==> src/rtl/core/crc16pc_pkg.sv <==
// Package for the CRC-16 packet check block: item and status types, constants,
// and the byte-wide CRC update function. No dependencies.
`timescale 1ns / 1ps
`default_nettype none

package crc16pc_pkg;

    localparam logic [15:0] CRC_POLY          = 16'h1021;
    localparam logic [15:0] EXPECTED_RESET    = 16'd100;
    localparam int unsigned MAX_PACKET_BYTES  = 255;
    localparam int unsigned MIN_PACKET_BYTES  = 3;
    localparam int unsigned CNT_W             = 9;
    localparam logic [CNT_W-1:0] CNT_MAX      = '1;
    localparam logic [15:0] COUNT_MAX         = 16'hFFFF;

    typedef enum logic [2:0] {
        ST_COUNTED     = 3'd0,
        ST_NOT_COUNTED = 3'd1,
        ST_CRC_ERR     = 3'd2,
        ST_BAD_LEN     = 3'd3,
        ST_IGNORED     = 3'd4
    } t_status;

    typedef struct packed {
        logic [7:0] data_byte;
        logic       last_byte;
    } t_byte_item;

    function automatic logic [15:0] crc_byte(input logic [15:0] crc, input logic [7:0] b);
        logic [15:0] c;
        c = crc ^ {b, 8'h00};
        for (int k = 0; k < 8; k++) begin
            c = c[15] ? ({c[14:0], 1'b0} ^ CRC_POLY) : {c[14:0], 1'b0};
        end
        return c;
    endfunction

endpackage

`default_nettype wire

==> src/rtl/core/crc16pc_if.sv <==
// Handshake channel interfaces: packet bytes in, packet results out.
// No dependencies.
`timescale 1ns / 1ps
`default_nettype none

interface crc16pc_in_if;
    logic       valid;
    logic       ready;
    logic [7:0] data_byte;
    logic       last_byte;

    modport source (output valid, output data_byte, output last_byte, input ready);
    modport sink   (input valid, input data_byte, input last_byte, output ready);
endinterface

interface crc16pc_out_if;
    logic        valid;
    logic        ready;
    logic [2:0]  status;
    logic [15:0] sequence_res;
    logic [15:0] good_count;
    logic [15:0] span;
    logic        run_done;

    modport source (output valid, output status, output sequence_res, output good_count,
                    output span, output run_done, input ready);
    modport sink   (input valid, input status, input sequence_res, input good_count,
                    input span, input run_done, output ready);
endinterface

`default_nettype wire

==> src/rtl/core/crc16pc_in_stage.sv <==
// Input register for packet bytes.
// Depends on crc16pc_pkg and crc16pc_in_if.
`timescale 1ns / 1ps
`default_nettype none

module crc16pc_in_stage (
    input  wire                     i_clk,
    input  wire                     i_rst_n,
    crc16pc_in_if.sink              i_byte,
    input  wire                     i_take,
    output logic                    o_valid,
    output crc16pc_pkg::t_byte_item o_item
);

    logic                    r_valid;
    crc16pc_pkg::t_byte_item r_item;

    assign i_byte.ready = !r_valid || i_take;
    assign o_valid      = r_valid;
    assign o_item       = r_item;

    always_ff @(posedge i_clk) begin
        if (!i_rst_n) begin
            r_valid <= 1'b0;
        end else if (i_byte.ready) begin
            r_valid <= i_byte.valid;
        end
    end

    always_ff @(posedge i_clk) begin
        if (i_byte.valid && i_byte.ready) begin
            r_item.data_byte <= i_byte.data_byte;
            r_item.last_byte <= i_byte.last_byte;
        end
    end

endmodule

`default_nettype wire

==> src/rtl/core/crc16pc_core.sv <==
// Per-byte CRC, length and sequence tracking with the result register.
// Depends on crc16pc_pkg and crc16pc_out_if.
`timescale 1ns / 1ps
`default_nettype none

module crc16pc_core (
    input  wire                     i_clk,
    input  wire                     i_rst_n,
    input  wire  [15:0]             i_expected,
    input  wire                     i_valid,
    input  crc16pc_pkg::t_byte_item i_item,
    output logic                    o_take,
    crc16pc_out_if.source           o_result
);

    localparam int unsigned CW = crc16pc_pkg::CNT_W;

    logic [15:0]   r_crc, n_crc;
    logic [15:0]   r_delay, n_delay;
    logic [CW-1:0] r_cnt, n_cnt;
    logic [15:0]   r_seq, n_seq;
    logic          r_started, n_started;
    logic [15:0]   r_origin_seq, n_origin_seq;
    logic [15:0]   r_count, n_count;
    logic          r_finished, n_finished;

    logic          r_out_valid;
    crc16pc_pkg::t_status r_status, n_status;
    logic [15:0]   r_out_seq, r_out_count, r_out_span, n_span;
    logic          r_out_done;

    logic [15:0]   eff_start;
    logic [15:0]   base_count;
    logic [17:0]   diff;
    logic          bad_len;

    assign o_take = i_valid && (!i_item.last_byte || !r_out_valid || o_result.ready);

    assign o_result.valid        = r_out_valid;
    assign o_result.status       = r_status;
    assign o_result.sequence_res = r_out_seq;
    assign o_result.good_count   = r_out_count;
    assign o_result.span         = r_out_span;
    assign o_result.run_done     = r_out_done;

    always_comb begin
        n_crc = r_crc;
        if (r_cnt >= CW'(2)) begin
            n_crc = crc16pc_pkg::crc_byte(r_crc, r_delay[15:8]);
        end
        n_delay = {r_delay[7:0], i_item.data_byte};
        n_seq   = r_seq;
        if (r_cnt == CW'(1)) begin
            n_seq = {i_item.data_byte, r_seq[7:0]};
        end else if (r_cnt == CW'(2)) begin
            n_seq = {r_seq[15:8], i_item.data_byte};
        end
        n_cnt = (r_cnt != crc16pc_pkg::CNT_MAX) ? r_cnt + CW'(1) : r_cnt;

        bad_len    = (n_cnt < CW'(crc16pc_pkg::MIN_PACKET_BYTES)) ||
                     (n_cnt > CW'(crc16pc_pkg::MAX_PACKET_BYTES));
        eff_start  = r_started ? r_origin_seq : n_seq;
        base_count = r_started ? r_count : 16'd0;
        diff       = {2'b00, n_seq} - {2'b00, eff_start} + 18'd1;

        n_started    = r_started;
        n_origin_seq = r_origin_seq;
        n_count      = r_count;
        n_finished   = r_finished;
        n_span       = 16'd0;
        n_status     = crc16pc_pkg::ST_IGNORED;

        if (r_finished) begin
            n_status = crc16pc_pkg::ST_IGNORED;
        end else if (bad_len) begin
            n_status = crc16pc_pkg::ST_BAD_LEN;
        end else if (n_crc != n_delay) begin
            n_status = crc16pc_pkg::ST_CRC_ERR;
        end else begin
            n_started    = 1'b1;
            n_origin_seq = eff_start;
            if ($signed(diff) <= $signed({2'b00, i_expected})) begin
                n_status = crc16pc_pkg::ST_COUNTED;
                n_count  = (base_count != crc16pc_pkg::COUNT_MAX) ?
                           base_count + 16'd1 : base_count;
            end else begin
                n_status = crc16pc_pkg::ST_NOT_COUNTED;
                n_count  = base_count;
            end
            n_span = diff[15:0];
            if (n_span >= i_expected) begin
                n_finished = 1'b1;
            end
        end
    end

    always_ff @(posedge i_clk) begin
        if (!i_rst_n) begin
            r_crc        <= '0;
            r_delay      <= '0;
            r_cnt        <= '0;
            r_seq        <= '0;
            r_started    <= 1'b0;
            r_origin_seq <= '0;
            r_count      <= '0;
            r_finished   <= 1'b0;
        end else if (o_take) begin
            if (i_item.last_byte) begin
                r_crc        <= '0;
                r_delay      <= '0;
                r_cnt        <= '0;
                r_seq        <= '0;
                r_started    <= n_started;
                r_origin_seq <= n_origin_seq;
                r_count      <= n_count;
                r_finished   <= n_finished;
            end else begin
                r_crc   <= n_crc;
                r_delay <= n_delay;
                r_cnt   <= n_cnt;
                r_seq   <= n_seq;
            end
        end
    end

    always_ff @(posedge i_clk) begin
        if (!i_rst_n) begin
            r_out_valid <= 1'b0;
        end else if (o_take && i_item.last_byte) begin
            r_out_valid <= 1'b1;
        end else if (o_result.ready) begin
            r_out_valid <= 1'b0;
        end
    end

    always_ff @(posedge i_clk) begin
        if (o_take && i_item.last_byte) begin
            r_status    <= n_status;
            r_out_seq   <= n_seq;
            r_out_count <= n_count;
            r_out_span  <= n_span;
            r_out_done  <= n_finished;
        end
    end

endmodule

`default_nettype wire

==> src/rtl/core/crc16_packet_check_and_reception_count.sv <==
// CRC-16 packet check and reception counter.
// Takes packet bytes with a last marker on i_byte and gives one result per
// packet on o_result. i_cfg_wr_en / i_cfg_wr_data write expected_packets
// (reset value 100); write it only while no packet is in progress.
// Each packet's last byte yields status, sequence number, good count, span and
// run_done. Throughput: one byte per cycle unless a last byte waits on a
// stalled result; the byte-wide CRC update and the packet checks sit
// between the input register and the result register.
// Reset (i_rst_n low, synchronous) clears packet state, counter, start
// sequence and done flag, and empties both registers.
// When the receiver stalls, the result holds; non-last bytes keep flowing,
// and the next last byte waits in the input register until the result is
// taken, with i_byte.ready low meanwhile.
// Depends on crc16pc_pkg, crc16pc_if, crc16pc_in_stage, crc16pc_core.
`timescale 1ns / 1ps
`default_nettype none

module crc16_packet_check_and_reception_count (
    input  wire          i_clk,
    input  wire          i_rst_n,
    input  wire          i_cfg_wr_en,
    input  wire  [15:0]  i_cfg_wr_data,
    crc16pc_in_if.sink   i_byte,
    crc16pc_out_if.source o_result
);

    logic [15:0]             r_expected;
    logic                    in_valid;
    logic                    take;
    crc16pc_pkg::t_byte_item in_item;

    always_ff @(posedge i_clk) begin
        if (!i_rst_n) begin
            r_expected <= crc16pc_pkg::EXPECTED_RESET;
        end else if (i_cfg_wr_en) begin
            r_expected <= i_cfg_wr_data;
        end
    end

    crc16pc_in_stage u_in_stage (
        .i_clk   (i_clk),
        .i_rst_n (i_rst_n),
        .i_byte  (i_byte),
        .i_take  (take),
        .o_valid (in_valid),
        .o_item  (in_item)
    );

    crc16pc_core u_core (
        .i_clk      (i_clk),
        .i_rst_n    (i_rst_n),
        .i_expected (r_expected),
        .i_valid    (in_valid),
        .i_item     (in_item),
        .o_take     (take),
        .o_result   (o_result)
    );

endmodule

`default_nettype wire

==> src/flat_wrapper.sv <==
// flat-port wrapper written by rule: the top's interface ports become plain ports
module crc16_packet_check_and_reception_count_flat 
  (i_clk, i_rst_n, i_cfg_wr_en, i_cfg_wr_data, i_byte_valid, i_byte_data_byte, i_byte_last_byte, i_byte_ready, o_result_valid, o_result_status, o_result_sequence_res, o_result_good_count, o_result_span, o_result_run_done, o_result_ready);
  crc16pc_in_if i_byte_i ();
  crc16pc_out_if o_result_i ();
  input  wire i_clk;
  input  wire i_rst_n;
  input  wire i_cfg_wr_en;
  input  wire  [15:0] i_cfg_wr_data;
  input wire logic [$bits(i_byte_i.valid)-1:0] i_byte_valid;
  input wire logic [$bits(i_byte_i.data_byte)-1:0] i_byte_data_byte;
  input wire logic [$bits(i_byte_i.last_byte)-1:0] i_byte_last_byte;
  output wire logic [$bits(i_byte_i.ready)-1:0] i_byte_ready;
  output wire logic [$bits(o_result_i.valid)-1:0] o_result_valid;
  output wire logic [$bits(o_result_i.status)-1:0] o_result_status;
  output wire logic [$bits(o_result_i.sequence_res)-1:0] o_result_sequence_res;
  output wire logic [$bits(o_result_i.good_count)-1:0] o_result_good_count;
  output wire logic [$bits(o_result_i.span)-1:0] o_result_span;
  output wire logic [$bits(o_result_i.run_done)-1:0] o_result_run_done;
  input wire logic [$bits(o_result_i.ready)-1:0] o_result_ready;
  assign i_byte_i.valid = i_byte_valid;
  assign i_byte_i.data_byte = i_byte_data_byte;
  assign i_byte_i.last_byte = i_byte_last_byte;
  assign i_byte_ready = i_byte_i.ready;
  assign o_result_valid = o_result_i.valid;
  assign o_result_status = o_result_i.status;
  assign o_result_sequence_res = o_result_i.sequence_res;
  assign o_result_good_count = o_result_i.good_count;
  assign o_result_span = o_result_i.span;
  assign o_result_run_done = o_result_i.run_done;
  assign o_result_i.ready = o_result_ready;
  crc16_packet_check_and_reception_count u_core (.i_clk(i_clk), .i_rst_n(i_rst_n), .i_cfg_wr_en(i_cfg_wr_en), .i_cfg_wr_data(i_cfg_wr_data), .i_byte(i_byte_i), .o_result(o_result_i));
endmodule
==> config.mk <==
export PLATFORM = sky130hd
export DESIGN_NAME = crc16_packet_check_and_reception_count_flat
export DESIGN_NICKNAME = d
export VERILOG_FILES = /design/src/rtl/core/crc16pc_pkg.sv /design/src/rtl/core/crc16pc_if.sv /design/src/rtl/core/crc16pc_in_stage.sv /design/src/rtl/core/crc16pc_core.sv /design/src/rtl/core/crc16_packet_check_and_reception_count.sv /design/src/flat_wrapper.sv
export SDC_FILE = /design/constraint.sdc
export NUM_CORES = 1
export LEC_CHECK = 0
export ABC_AREA = 1
export CAP_MARGIN = 15
export CORE_MARGIN = 2
export CORE_UTILIZATION = 40
export DETAILED_ROUTE_END_ITERATION = 16
export DONT_BUFFER_PORTS = 1
export PLACE_DENSITY_LB_ADDON = 0.25
export SLEW_MARGIN = 20
export SYNTH_ARGS = -nofsm -noshare
export SYNTH_HDL_FRONTEND = slang
export SYNTH_HIERARCHICAL = 1
export SYNTH_SLANG_ARGS = --single-unit
==> constraint.sdc <==
create_clock -name i_clk -period 5.2 [get_ports i_clk]
set_clock_uncertainty 0.15 [all_clocks]
set_input_delay 0.52 -clock i_clk [delete_from_list [all_inputs] [get_ports i_clk]]
set_output_delay 0.52 -clock i_clk [all_outputs]
set_load 0.01 [all_outputs]
==> results by group <==
Timing
  – Final worst-path cycle share: 102.3%
  – Max Slew Vio Count: 0
  – Final Hold Viols: 0
  – Worst slew pin tran: 861.4 ps
  – Fmax: 188.0 MHz
  – Fin crit period: between 5000 and 6000 ps
  – Unrepaired setup endpoints after global routing: yes
  – Worst rel slew slack: 42.57%
  – Final worst slack: -118.9 ps
  – Endpoints failing setup: 27

Yosys
  – Fraction of registers with async set or reset after synthesis: 0%
  – Syn Inst Count: 1,307
  – Top-count cell post-synth: nand2_1
  – Synth Area per Inst: between 7 and 8 um2
  – Register area share after synthesis: a little over 40%
  – Yosys top cell by area: dfxtp_1
  – Number of synthesis warnings: 6
  – Post-synthesis net count: 1,370
  – Synth top area share: 22.30%
  – Number of flops mapped to enable cells by yosys: 61
  – Synth cell types: between 40 and 50
  – Top FF cell, synth: dfxtp_1
  – Dominant cells by area after synthesis: dfxtp_1 22%, edfxtp_1 19%, nand2_1 14%
  – #FFs+latches synth: 170
  – Synth cell count leaders: 371 x nand2_1, 159 x inv_1, 109 x dfxtp_1
  – Post-synth design cell area: 9783 um2

Finish
  – Nets@finish: 1,469
  – Antenna Cells: 0
  – Syn-to-layout area delta: 20.81%
  – Final Non-Filler Cells: 1,743
  – Util after Layout: roughly half
  – Fraction of layout cells with a size suffix above 1: 21.28%

Routing
  – Iteration-0 DRC Markers: around 600
  – Total iterations of the first detailed-routing run: 5
  – Number of vias per cell: approximately 5
  – DRC Markers: 0
  – Routed wire length per instance: 14.23 um
  – Routed Antenna Nets: 0
  – DRT Wirelength: 24.81 mm
  – Total number of vias: 8,557

GRT
  – Number of antenna violations at the first check in global routing: 0
  – First-pass GRT wire length: 39.44 mm
  – GRT Resource Usage Total: 18.86%
  – Total grt overflow: 0
  – Vias in the first global route: ~7,900
  – Largest net degree at the start of global routing: 60

Setup path
  – Worst Path Required: ~5200 ps
  – Worst setup path startpoint: u_core/u_core/r_cnt[1]$_SDFFE_PN0P_
  – R2r setup slk: -120 ps
  – Crit-path leading delay family: simple AND/OR/NAND/NOR gates
  – Crit path largest cell delay: 540 ps
  – CP endpoint kind: register
  – CP dominant cell by count: nand2_1
  – Critical path fanouts, max: 6
  – WP data arrival: 5360 ps
  – Reg2reg start: u_core/u_core/r_cnt[1]$_SDFFE_PN0P_
  – Crit start category: register
  – WS Path Type: reg2reg
  – Slowest CP cell: fa_2
  – WP buf/inv: 7

CTS
  – Root Buffer Master: clkbuf_16
  – H-tree depth: 4
  – CTS tree: yes
  – Hold Buf Count CTS: 0
  – Clock-pin slew on the worst setup and hold paths: 70 ps
  – Cts bufs inserted: 17
  – Clk_lat worst skew: 440 ps
  – Bufs on Longest Clock Path: 2
  – # clock sinks: 170

Status
  – Failing checks: setup timing
  – Outcome: finished, violations left

Floorplan
  – CORE AREA: 24,180 um2
  – Die outline area: around 26,000 um2
  – Chip Height: 160.4 um
  – Starting density of the core: between 40 and 50%
  – Rows: 57
  – Io pins: 84
  – Chip Width: 160.4 um

Placed design
  – DP Wirelength: 17.19 mm
  – Placed insts: 1,690
  – IO buf count: 0
  – Global placement routability congestion: 0.8455

Power and ir drop
  – Pwr/cell area: about 290 nW/um2
  – Worst vdd ir: 0.1856 mV
  – Static Leak: between 4 and 5 nW

Worst hold path
  – Hold Startpoint: i_rst_n
  – Worst hold-check path type: in2reg

Run
  – Max-Cap Viols: 0
==> cells in the final DEF (no fill, tap or decap), drive strengths merged, types with 37 or more instances in the layout <==
| master | netlist | layout |
|---|---|---|
| buf | 24 | 123 |
| edfxtp | 61 | 61 |
| dfxtp | 109 | 109 |
| o21ai | 57 | 57 |
| nor2 | 118 | 118 |
| a21oi | 105 | 105 |
| xor2 | 37 | 37 |
| nand3 | 72 | 72 |
| inv | 168 | 173 |
| nand2 | 391 | 391 |
==> where the power goes <==
part,leakage (nW),switching (mW),total (mW),internal [mW]
clock network,0.289,0.581,1.30,0.720
registers,1.45,0.0274,1.44,1.41
logic,3.23,0.377,0.686,0.309
total,4.97,0.985,3.42,2.44
==> state kept, by name (all words and copies together), names as in the netlist, 16 cells and up <==
signal / count
u_core/r_expected: 16
u_core/u_core/o_result.good_count: 16
u_core/u_core/o_result.sequence_res: 16
u_core/u_core/o_result.span: 16
u_core/u_core/r_count: 16
u_core/u_core/r_crc: 16
u_core/u_core/r_delay: 16
u_core/u_core/r_origin_seq: 16
u_core/u_core/r_seq: 16
==> metal layers <==
metal,share of wire (%),wire length (um),track usage [%],vias to the layer above
met5,0,0,0,-
met4,1.1,261,4.750,0
met3,3.3,817,2.996,19
met2,46,11420,30.96,172
met1,50,12300,26.04,3990
li1,-,-,-,4376
==> final timing paths <==
kind	end	cells after the start
setup / recovery	u_core/u_core/o_result.good_count[11]$_DFFE_PP_	36
hold / removal	u_core/r_expected[2]$_SDFFE_PN1P_	1
setup reg to reg	u_core/u_core/o_result.good_count[11]$_DFFE_PP_	36
hold reg to reg	u_core/u_core/r_origin_seq[12]$_SDFFE_PN0P_	2
==> logic make-up after synthesis <==
group / count (synthesis) / share of synthesized area (%)
buffers and inverters: 214 / 8.927
flip-flops: 170 / 41.03
AO/OA/AOI/OAI: 183 / 9.963
XOR/XNOR: 60 / 6.062
adder cells (fa/ha/maj): 33 / 4.297
multiplexers: 2 / 0.2046
AND/OR/NAND/NOR: 645 / 29.52
==> cell type report <==
class | instances | area [um2]
multi-input cells | 923 | 5185
clock buffers | 18 | 429.2
repair buffers | 124 | 975.9
flip-flops and latches | 170 | 4019
inverters | 170 | 643.1
clock inverters | 14 | 161.4
well taps | 324 | 405.4
fillers | 2364 | 12360
==> what timing repair did <==
action	4_1_cts	5_1_grt
pin swaps	6	31
hold endpoints to repair	0	0
resized for setup	19	67
gates cloned	0	1
setup buffers	8	12
setup endpoints to repair	33	35
==> stage by stage <==
| step | setup slack, ps | total power, mW | hold slack (ps) | instance area [um2] | TNS (ps) |
|---|---|---|---|---|---|
| 5_1_grt | -449.8 | 3.579 | 7.626 | 11820 | -12520 |
| 3_3_place_gp | -222.4 | 1.991 | 284.7 | 10740 | -5158 |
| 4_1_cts | -38.14 | 3.336 | 10.53 | 11440 | -41.17 |
| 2_1_floorplan | 94.99 | 1.799 | 276.3 | 9783 | 0 |
| 3_5_place_dp | -327.4 | 1.993 | 293.0 | 10740 | -8202 |
| 6_report | -118.9 | 3.424 | 25.85 | 11820 | -1783 |
No activity file was read; power rests on OpenSTA's default activity.
